--- config.mk ---
export PLATFORM = sky130hd
export DESIGN_NAME = paged_address_translation
export DESIGN_NICKNAME = d
export VERILOG_FILES = /design/src/pat_pkg.sv /design/src/pat_ram.sv /design/src/pat_div.sv /design/src/paged_address_translation.sv
export SDC_FILE = /design/constraint.sdc
export NUM_CORES = 2
export LEC_CHECK = 0
export BUFFER_PORTS_ARGS = -buffer_cell sky130_fd_sc_hd__clkbuf_2
export CAP_MARGIN = 40
export CORE_UTILIZATION = 60
export CTS_CLUSTER_SIZE = 28
export DETAILED_ROUTE_END_ITERATION = 8
export PLACE_DENSITY = 0.77
export SYNTH_ARGS = -nofsm -noshare
export SYNTH_HDL_FRONTEND = slang
export SYNTH_SLANG_ARGS = --single-unit
--- constraint.sdc ---
create_clock -name clk -period 14.8 [get_ports clk]
set_clock_uncertainty 0.15 [all_clocks]
set_input_delay 3.7 -clock clk [delete_from_list [all_inputs] [get_ports clk]]
set_output_delay 3.7 -clock clk [all_outputs]
set_load 0.05 [all_outputs]
--- src/pat_pkg.sv ---
// ----------------------------------------------------------------------------
// pat_pkg: shared types and constants for the paged address translator
// Holds the control state encoding, register indexes and stream field layout.
// ----------------------------------------------------------------------------
`default_nettype none

package pat_pkg;

  // Field widths
  localparam int unsigned PAGE_SIZE_W  = 16;
  localparam int unsigned PAGE_COUNT_W = 7;
  localparam int unsigned INDEX_W      = 6;
  localparam int unsigned FRAME_W      = 16;
  localparam int unsigned ADDR_W       = 32;

  // Stream payload widths (byte aligned)
  localparam int unsigned S_TDATA_W = 56;
  localparam int unsigned M_TDATA_W = 32;

  // Configuration port
  localparam int unsigned CFG_INDEX_W = 1;
  localparam int unsigned CFG_DATA_W  = 16;

  typedef enum logic [CFG_INDEX_W-1:0] {
    REG_PAGE_SIZE  = 1'b0,
    REG_PAGE_COUNT = 1'b1
  } reg_index_t;

  // Item kinds carried on s_tuser
  localparam logic OP_LOAD      = 1'b0;
  localparam logic OP_TRANSLATE = 1'b1;

  // Result status carried on m_tuser
  localparam logic STATUS_OK    = 1'b0;
  localparam logic STATUS_FAULT = 1'b1;

  // Translation sequencer
  typedef enum logic [1:0] {
    ST_IDLE,
    ST_DIV,
    ST_READ,
    ST_OUT
  } state_t;

  // Divider handshake toward the sequencer
  typedef struct packed {
    logic busy;
    logic done;
  } div_stat_t;

endpackage

`default_nettype wire

--- src/pat_ram.sv ---
// ----------------------------------------------------------------------------
// pat_ram: generic single-write, single-read RAM
// One write port and one read port; read data is registered.
// ----------------------------------------------------------------------------
`default_nettype none

module pat_ram #(
  parameter int unsigned WIDTH = 16,
  parameter int unsigned DEPTH = 64
) (
  input  wire logic                     clk,
  input  wire logic                     we,
  input  wire logic [$clog2(DEPTH)-1:0] waddr,
  input  wire logic [WIDTH-1:0]         wdata,
  input  wire logic [$clog2(DEPTH)-1:0] raddr,
  output logic      [WIDTH-1:0]         rdata
);

  logic [WIDTH-1:0] mem [DEPTH];

  always_ff @(posedge clk) begin
    if (we) begin
      mem[waddr] <= wdata;
    end
    rdata <= mem[raddr];
  end

endmodule

`default_nettype wire

--- src/pat_div.sv ---
// ----------------------------------------------------------------------------
// pat_div: restoring radix-2 divider, 32-bit dividend by 16-bit divisor
// One quotient bit per cycle; results hold until the next start.
// ----------------------------------------------------------------------------
`default_nettype none

module pat_div (
  input  wire logic                                clk,
  input  wire logic                                rst,
  input  wire logic                                start,
  input  wire logic [pat_pkg::ADDR_W-1:0]          dividend,
  input  wire logic [pat_pkg::PAGE_SIZE_W-1:0]     divisor,
  output pat_pkg::div_stat_t                       stat,
  output logic      [pat_pkg::ADDR_W-1:0]          quotient,
  output logic      [pat_pkg::PAGE_SIZE_W-1:0]     remainder
);

  localparam int unsigned CNT_W = $clog2(pat_pkg::ADDR_W);

  logic                              busy;
  logic                              done;
  logic [CNT_W-1:0]                  cnt;
  logic [pat_pkg::PAGE_SIZE_W-1:0]   dsr;
  logic [pat_pkg::PAGE_SIZE_W:0]     shifted;
  logic [pat_pkg::PAGE_SIZE_W+1:0]   diff;
  logic                              qbit;

  // Trial subtraction of the divisor from the shifted partial remainder
  always_comb begin
    shifted = {remainder, quotient[pat_pkg::ADDR_W-1]};
    diff    = {1'b0, shifted} - {2'b00, dsr};
    qbit    = ~diff[pat_pkg::PAGE_SIZE_W+1];
  end

  // Control: busy while the quotient bits are produced, then a done pulse
  always_ff @(posedge clk) begin
    if (rst) begin
      busy <= 1'b0;
      done <= 1'b0;
      cnt  <= '0;
    end else begin
      done <= 1'b0;
      if (start) begin
        busy <= 1'b1;
        cnt  <= '0;
      end else if (busy) begin
        cnt <= cnt + 1'b1;
        if (cnt == CNT_W'(pat_pkg::ADDR_W - 1)) begin
          busy <= 1'b0;
          done <= 1'b1;
        end
      end
    end
  end

  // Datapath: quotient register doubles as the dividend shift register
  always_ff @(posedge clk) begin
    if (start) begin
      quotient  <= dividend;
      remainder <= '0;
      dsr       <= divisor;
    end else if (busy) begin
      quotient <= {quotient[pat_pkg::ADDR_W-2:0], qbit};
      if (qbit) begin
        remainder <= diff[pat_pkg::PAGE_SIZE_W-1:0];
      end else begin
        remainder <= shifted[pat_pkg::PAGE_SIZE_W-1:0];
      end
    end
  end

  assign stat.busy = busy;
  assign stat.done = done;

endmodule

`default_nettype wire

--- src/paged_address_translation.sv ---
// ----------------------------------------------------------------------------
// paged_address_translation: single-level page table address translator
// Splits a logical address by the page size and maps the page to a frame.
// ----------------------------------------------------------------------------
// Usage:
//   Requests enter on the s_* stream. s_tuser selects the kind: a load
//   request writes frame_number into table entry entry_index and gives no
//   response; a translate request gives one response on the m_* stream.
//   page_size and page_count are written through cfg_we/cfg_index/cfg_data;
//   the user must write them only while the block is idle; the block has no check for this.
//   A load leaves the block idle, so the next request is accepted right after.
//   A translate request passes through the bit-serial divider (one quotient
//   bit per cycle), the page table read, the frame multiply and the offset
//   add before its response is registered on m_*. A page beyond the page
//   count faults straight after the divider, a zero page size with no
//   division.
//   The block works on one translate request at a time; s_tready is high
//   again once the response sits in the output register.
//   If the receiver stalls, the response holds on m_*, the next request is
//   still accepted, and its result waits until the output register frees.
//   Reset clears control state and sets page_size to 4096 and page_count to
//   64. The table contents are undefined until each entry is loaded.
// ----------------------------------------------------------------------------
`default_nettype none

module paged_address_translation #(
  parameter int unsigned TABLE_DEPTH = 64
) (
  input  wire logic                              clk,
  input  wire logic                              rst,
  // Request stream
  input  wire logic                              s_tvalid,
  output logic                                   s_tready,
  // s_tdata: entry_index[5:0], frame_number[21:6], logical_address[53:22]
  input  wire logic [pat_pkg::S_TDATA_W-1:0]     s_tdata,
  // s_tuser: op[0]
  input  wire logic [0:0]                        s_tuser,
  // Response stream
  output logic                                   m_tvalid,
  input  wire logic                              m_tready,
  // m_tdata: physical_address[31:0]
  output logic      [pat_pkg::M_TDATA_W-1:0]     m_tdata,
  // m_tuser: status[0]
  output logic      [0:0]                        m_tuser,
  // Configuration
  input  wire logic                              cfg_we,
  input  wire logic [pat_pkg::CFG_INDEX_W-1:0]   cfg_index,
  input  wire logic [pat_pkg::CFG_DATA_W-1:0]    cfg_data
);

  localparam int unsigned AW = $clog2(TABLE_DEPTH);

  pat_pkg::state_t                     state;
  pat_pkg::state_t                     state_next;

  logic [pat_pkg::PAGE_SIZE_W-1:0]     page_size;
  logic [pat_pkg::PAGE_COUNT_W-1:0]    page_count;

  logic [pat_pkg::INDEX_W-1:0]         in_index;
  logic [pat_pkg::FRAME_W-1:0]         in_frame;
  logic [pat_pkg::ADDR_W-1:0]          in_addr;
  logic                                in_op;
  logic                                accept;
  logic                                out_free;

  logic                                div_start;
  pat_pkg::div_stat_t                  div_stat;
  logic [pat_pkg::ADDR_W-1:0]          div_quot;
  logic [pat_pkg::PAGE_SIZE_W-1:0]     div_rem;

  logic                                ram_we;
  logic [pat_pkg::FRAME_W-1:0]         ram_rdata;

  logic [pat_pkg::ADDR_W-1:0]          limit;
  logic                                page_fault;
  logic                                fault;
  logic [pat_pkg::ADDR_W-1:0]          prod;

  // Payload unpacking
  assign in_index = s_tdata[pat_pkg::INDEX_W-1:0];
  assign in_frame = s_tdata[pat_pkg::INDEX_W +: pat_pkg::FRAME_W];
  assign in_addr  = s_tdata[pat_pkg::INDEX_W + pat_pkg::FRAME_W +: pat_pkg::ADDR_W];
  assign in_op    = s_tuser[0];
  assign accept   = s_tvalid & s_tready;
  assign out_free = ~m_tvalid | m_tready;

  // Page count saturated to the table depth
  assign limit = (pat_pkg::ADDR_W'(page_count) > pat_pkg::ADDR_W'(TABLE_DEPTH)) ?
                 pat_pkg::ADDR_W'(TABLE_DEPTH) : pat_pkg::ADDR_W'(page_count);
  assign page_fault = (div_quot >= limit);

  // Configuration registers
  always_ff @(posedge clk) begin
    if (rst) begin
      page_size  <= pat_pkg::PAGE_SIZE_W'(4096);
      page_count <= pat_pkg::PAGE_COUNT_W'(64);
    end else if (cfg_we) begin
      case (cfg_index)
        pat_pkg::REG_PAGE_SIZE:  page_size  <= cfg_data;
        pat_pkg::REG_PAGE_COUNT: page_count <= cfg_data[pat_pkg::PAGE_COUNT_W-1:0];
        default: ;
      endcase
    end
  end

  // Sequencer state register
  always_ff @(posedge clk) begin
    if (rst) begin
      state <= pat_pkg::ST_IDLE;
    end else begin
      state <= state_next;
    end
  end

  // Next state
  always_comb begin
    state_next = state;
    case (state)
      pat_pkg::ST_IDLE: begin
        if (accept && (in_op == pat_pkg::OP_TRANSLATE)) begin
          state_next = (page_size == '0) ? pat_pkg::ST_OUT : pat_pkg::ST_DIV;
        end
      end
      pat_pkg::ST_DIV: begin
        if (div_stat.done) begin
          state_next = page_fault ? pat_pkg::ST_OUT : pat_pkg::ST_READ;
        end
      end
      pat_pkg::ST_READ: state_next = pat_pkg::ST_OUT;
      pat_pkg::ST_OUT: begin
        if (out_free) begin
          state_next = pat_pkg::ST_IDLE;
        end
      end
      default: state_next = pat_pkg::ST_IDLE;
    endcase
  end

  // Sequencer outputs
  always_comb begin
    s_tready  = 1'b0;
    div_start = 1'b0;
    ram_we    = 1'b0;
    case (state)
      pat_pkg::ST_IDLE: begin
        s_tready  = 1'b1;
        div_start = accept && (in_op == pat_pkg::OP_TRANSLATE) && (page_size != '0);
        ram_we    = accept && (in_op == pat_pkg::OP_LOAD) &&
                    (pat_pkg::ADDR_W'(in_index) < pat_pkg::ADDR_W'(TABLE_DEPTH));
      end
      default: ;
    endcase
  end

  // Fault flag: zero page size on accept, or page beyond the limit
  always_ff @(posedge clk) begin
    if (state == pat_pkg::ST_IDLE) begin
      fault <= (page_size == '0);
    end else if ((state == pat_pkg::ST_DIV) && div_stat.done) begin
      fault <= page_fault;
    end
  end

  // Frame times page size, registered before the offset add
  always_ff @(posedge clk) begin
    if (state == pat_pkg::ST_READ) begin
      prod <= ram_rdata * page_size;
    end
  end

  // Output register
  always_ff @(posedge clk) begin
    if (rst) begin
      m_tvalid <= 1'b0;
    end else if ((state == pat_pkg::ST_OUT) && out_free) begin
      m_tvalid <= 1'b1;
    end else if (m_tready) begin
      m_tvalid <= 1'b0;
    end
  end

  always_ff @(posedge clk) begin
    if ((state == pat_pkg::ST_OUT) && out_free) begin
      if (fault) begin
        m_tdata <= '0;
        m_tuser <= pat_pkg::STATUS_FAULT;
      end else begin
        m_tdata <= prod + pat_pkg::ADDR_W'(div_rem);
        m_tuser <= pat_pkg::STATUS_OK;
      end
    end
  end

  // Divider
  pat_div u_div (
    .clk       (clk),
    .rst       (rst),
    .start     (div_start),
    .dividend  (in_addr),
    .divisor   (page_size),
    .stat      (div_stat),
    .quotient  (div_quot),
    .remainder (div_rem)
  );

  // Frame table; read address follows the quotient, written on loads
  pat_ram #(
    .WIDTH (pat_pkg::FRAME_W),
    .DEPTH (TABLE_DEPTH)
  ) u_table (
    .clk   (clk),
    .we    (ram_we),
    .waddr (AW'(in_index)),
    .wdata (in_frame),
    .raddr (div_quot[AW-1:0]),
    .rdata (ram_rdata)
  );

endmodule

`default_nettype wire

==> flow_metrics.env <==
export IMPL_status="completed"
export IMPL_die_w_um=307
export IMPL_place_hpwl_um=81200
export IMPL_maxCapViolations=0
export IMPL_cts_num_sinks=1203
export IMPL_initial_core_util_pct=60.7
export IMPL_firstDrtPassIters=6
export IMPL_area_growth_syn_to_layout_pct=11.8
export IMPL_yosys_warnings=0
export IMPL_ys_seq_elements=1203
export IMPL_holdBufCountCts=0
export IMPL_critPathSlowestCell="dfxtp_1"
export IMPL_antenna_found_initial=6
export IMPL_die_area_um2=94300
export IMPL_worstSetupEndpoint="prod[31]"
export IMPL_fmax_mhz=143
export IMPL_maxSlewViolCount=0
export IMPL_ioPinCount=114
export IMPL_path_clk_slew_ns=0.06
export IMPL_grt_met2_usage_pct=48.2
export IMPL_cp_top_family="adder cells"
export IMPL_cts_resized=0
export IMPL_post_cts_buffers=0
export IMPL_yosys_area_top_type_share_pct=61.2
export IMPL_r2r_start="page_size[1]"
export IMPL_gr_total_overflow=0
export IMPL_cp_num_cells=19
export IMPL_fin_tns_setup_ns=0
export IMPL_ys_types=64
export IMPL_finalPower_mw=10.9
export IMPL_coreArea_um2=91900
export IMPL_grt_use_met3_pct=4.68
export IMPL_syn_nets=3733
export IMPL_hp_class="reg2reg"
export IMPL_final_area_um2=62400
export IMPL_setup_viol=0
export IMPL_synthesis_area_um2=55800
export IMPL_peakVddDrop_v=0.000134
export IMPL_drt_iter0_drc=3644
export IMPL_layout_drive_gt1_share_pct=21.1
export IMPL_wl_per_cell_um=27.5
export IMPL_synth_area_leaders="edfxtp_1 (61%), mux4_2 (14%), fa_1 (7.0%)"
export IMPL_place_inst=4629
export IMPL_die_h_um=307
export IMPL_worstSetupPathType="reg2reg"
export IMPL_placed_cell_area_um2=58600
export IMPL_grt_pass1_vias=32000
export IMPL_cts_tree="yes"
export IMPL_ant_nets=0
export IMPL_htreeDepth=3
export IMPL_top_usage_layer="met2"
export IMPL_port_buffers=111
export IMPL_ys_seq_area_share_pct=63.6
export IMPL_clkLatencyLatePin_ns=0.72
export IMPL_crit_start="page_size[1]"
export IMPL_slowest_delay_ns=0.85
export IMPL_drc=0
export IMPL_tightest_slew_ns=1.01
export IMPL_fin_crit_ns=7.00
export IMPL_fin_crit_sh_pct=47.3
export IMPL_rows=111
export IMPL_grt_max_degree=156
export IMPL_synth_edf_count=1138
export IMPL_clock_root_buffer="clkbuf_16"
export IMPL_synth_async_sr_flop_share_pct=0
export IMPL_crit_top_cell="fa_1"
export IMPL_dr_total_vias=30700
export IMPL_ys_flop_type="edfxtp_1"
export IMPL_vias_per_cell=6.33
export IMPL_cp_end_kind="register"
export IMPL_slew_headroom_pct=32.8
export IMPL_yosysTopAreaCell="edfxtp_1"
export IMPL_crit_chain="nand2_1 > fa_1 > fa_1 > fa_1 > inv_1 > fa_1 > fa_1 > inv_1 > fa_1 > inv_1 > ha_1 > a21oi_1 > o21ai_1 > a211oi_1 > o21ai_1 > a311o_1 > a21oi_1 > o21ai_1 > xnor2_1"
export IMPL_nets=3926
export IMPL_cp_max_fo=19
export IMPL_wl_um=133000
export IMPL_cp_required_ns=15.10
export IMPL_cts_buffers_inserted=114
export IMPL_hold_viol=0
export IMPL_rsz0062_at_grt="no"
export IMPL_synth_top_cells_by_count="edfxtp_1 (1138), mux4_2 (336), nand2_1 (318)"
export IMPL_yosysMostFrequentCell="edfxtp_1"
export IMPL_power_leakage_nw=22.2
export IMPL_globalplace_congestion=0.927
export IMPL_path_buf_inv=3
export IMPL_reg2reg_depth=19
export IMPL_clockBufferDepth=3
export IMPL_grt_usage_pct=29.1
export IMPL_grt_pass1_wl_um=202000
export IMPL_synthCells=3309
export IMPL_grtUsageMet1_pct=39.9
export IMPL_cp_start_kind="register"
export IMPL_p_per_area_nw_per_um2=174
export IMPL_avgSynthCellArea_um2=16.9
export IMPL_ff2ff_setup_slack_ns=7.80
export IMPL_fin_cells=4847
export IMPL_r2r_end="prod[31]"
export IMPL_arrival_ns=7.30
-- worst register-to-register path, stage by stage (launching register included) --
cell and delay, ns:
dfxtp_1 0.85, nand2_1 0.19, fa_1 0.56, fa_1 0.52
fa_1 0.52, inv_1 0.06, fa_1 0.48, fa_1 0.49
inv_1 0.05, fa_1 0.48, inv_1 0.04, ha_1 0.34
a21oi_1 0.17, o21ai_1 0.08, a211oi_1 0.39, o21ai_1 0.34
a311o_1 0.48, a21oi_1 0.28, o21ai_1 0.13, xnor2_1 0.15
-- final cells by class --
cell class | count | area (um^2)
antenna | 3 | 7.51
clock buffer | 136 | 2990
clock inverter | 79 | 822
fill | 5748 | 29500
inverter | 262 | 983
multi-input combinational | 1692 | 18800
sequential | 1203 | 35500
tap | 1243 | 1560
timing repair buffer | 229 | 1830
-- sequential cells by signal (all words and copies together), names as in the netlist --
register         cells
u_table.mem       1024
m_tdata             32
prod                32
u_div.quotient      32
page_size           16
u_div.dsr           16
u_div.remainder     16
u_table.rdata       16
page_count           7
u_div.cnt            5
state                2
fault                1
m_tuser              1
m_tvalid             1
u_div.busy           1
u_div.done           1
-- through the flow --
step                      hold WS (ns)  util, %  setup slack [ns]
after floorplan                  0.256        -              8.56
after global placement           0.299     63.1              7.79
after detailed placement         0.302     63.7              7.89
after CTS                        0.311     67.9              7.86
after global routing             0.345     67.9              7.60
final                            0.313     67.9              7.80
-- kinds of logic (layout without fill, tap and decap cells) --
family          after synthesis  in the layout  synth area share [%]
other cells                   0              3                     0
mux                         350            350                  13.8
compound gates              233            233                  2.56
xor+xnor                     56             56                 0.879
buf+inv                     414            706                  2.92
flops                      1203           1203                  63.6
simple gates                708            708                  5.90
fa+ha+maj                   345            345                  10.4
-- cell usage in the layout, fill, tap and decap left out, types with 8 or more instances in the layout --
cell type and count:
nor2_1 107, nand4_1 14, o21ai_0 36, mux2i_1 10
clkbuf_1 18, a211oi_1 8, mux4_2 336, a21oi_1 94
fa_1 196, nand3b_1 9, nor2_2 15, nand2_1 318
and3_1 13, ha_1 149, o21a_1 9, a31oi_1 10
bufinv_16 13, buf_8 13, dfxtp_1 65, nand2b_1 18
o21ai_1 10, nor2b_1 16, xor2_1 21, clkinv_1 27
clkbuf_2 111, buf_16 11, clkbuf_16 115, nand3_1 30
nor4_1 10, a21o_1 19, nor3_1 18, and2_1 125
edfxtp_1 1138, xnor2_1 35, inv_1 260, clkinv_2 23
buf_4 84
-- power breakdown --
part	total (mW)	internal, mW	switching, mW
Combinational	3.68	1.60	2.08
Clock	2.96	1.67	1.29
Sequential	4.23	3.98	0.247
Total	10.9	7.25	3.61
-- how the worst min path moves through the flow --
stage	depth (start not counted)	endpoint	startpoint	slack (ns)
finish	2	page_count[4]	page_count[4]	0.31
global route	2	page_count[0]	page_count[0]	0.35
CTS	2	page_count[4]	page_count[4]	0.31
detailed placement	2	page_count[1]	page_count[1]	0.30
global placement	2	page_count[0]	page_count[0]	0.30
floorplan	0	u_div.dsr[1]	page_size[1]	0.26
-- per-layer routing --
metal	vias up	share of wire, %
li1	12800	-
met1	15700	38
met2	1826	50
met3	309	8.9
met4	6	3.4
met5	-	0.026
(Power assumes the default switching activity.)
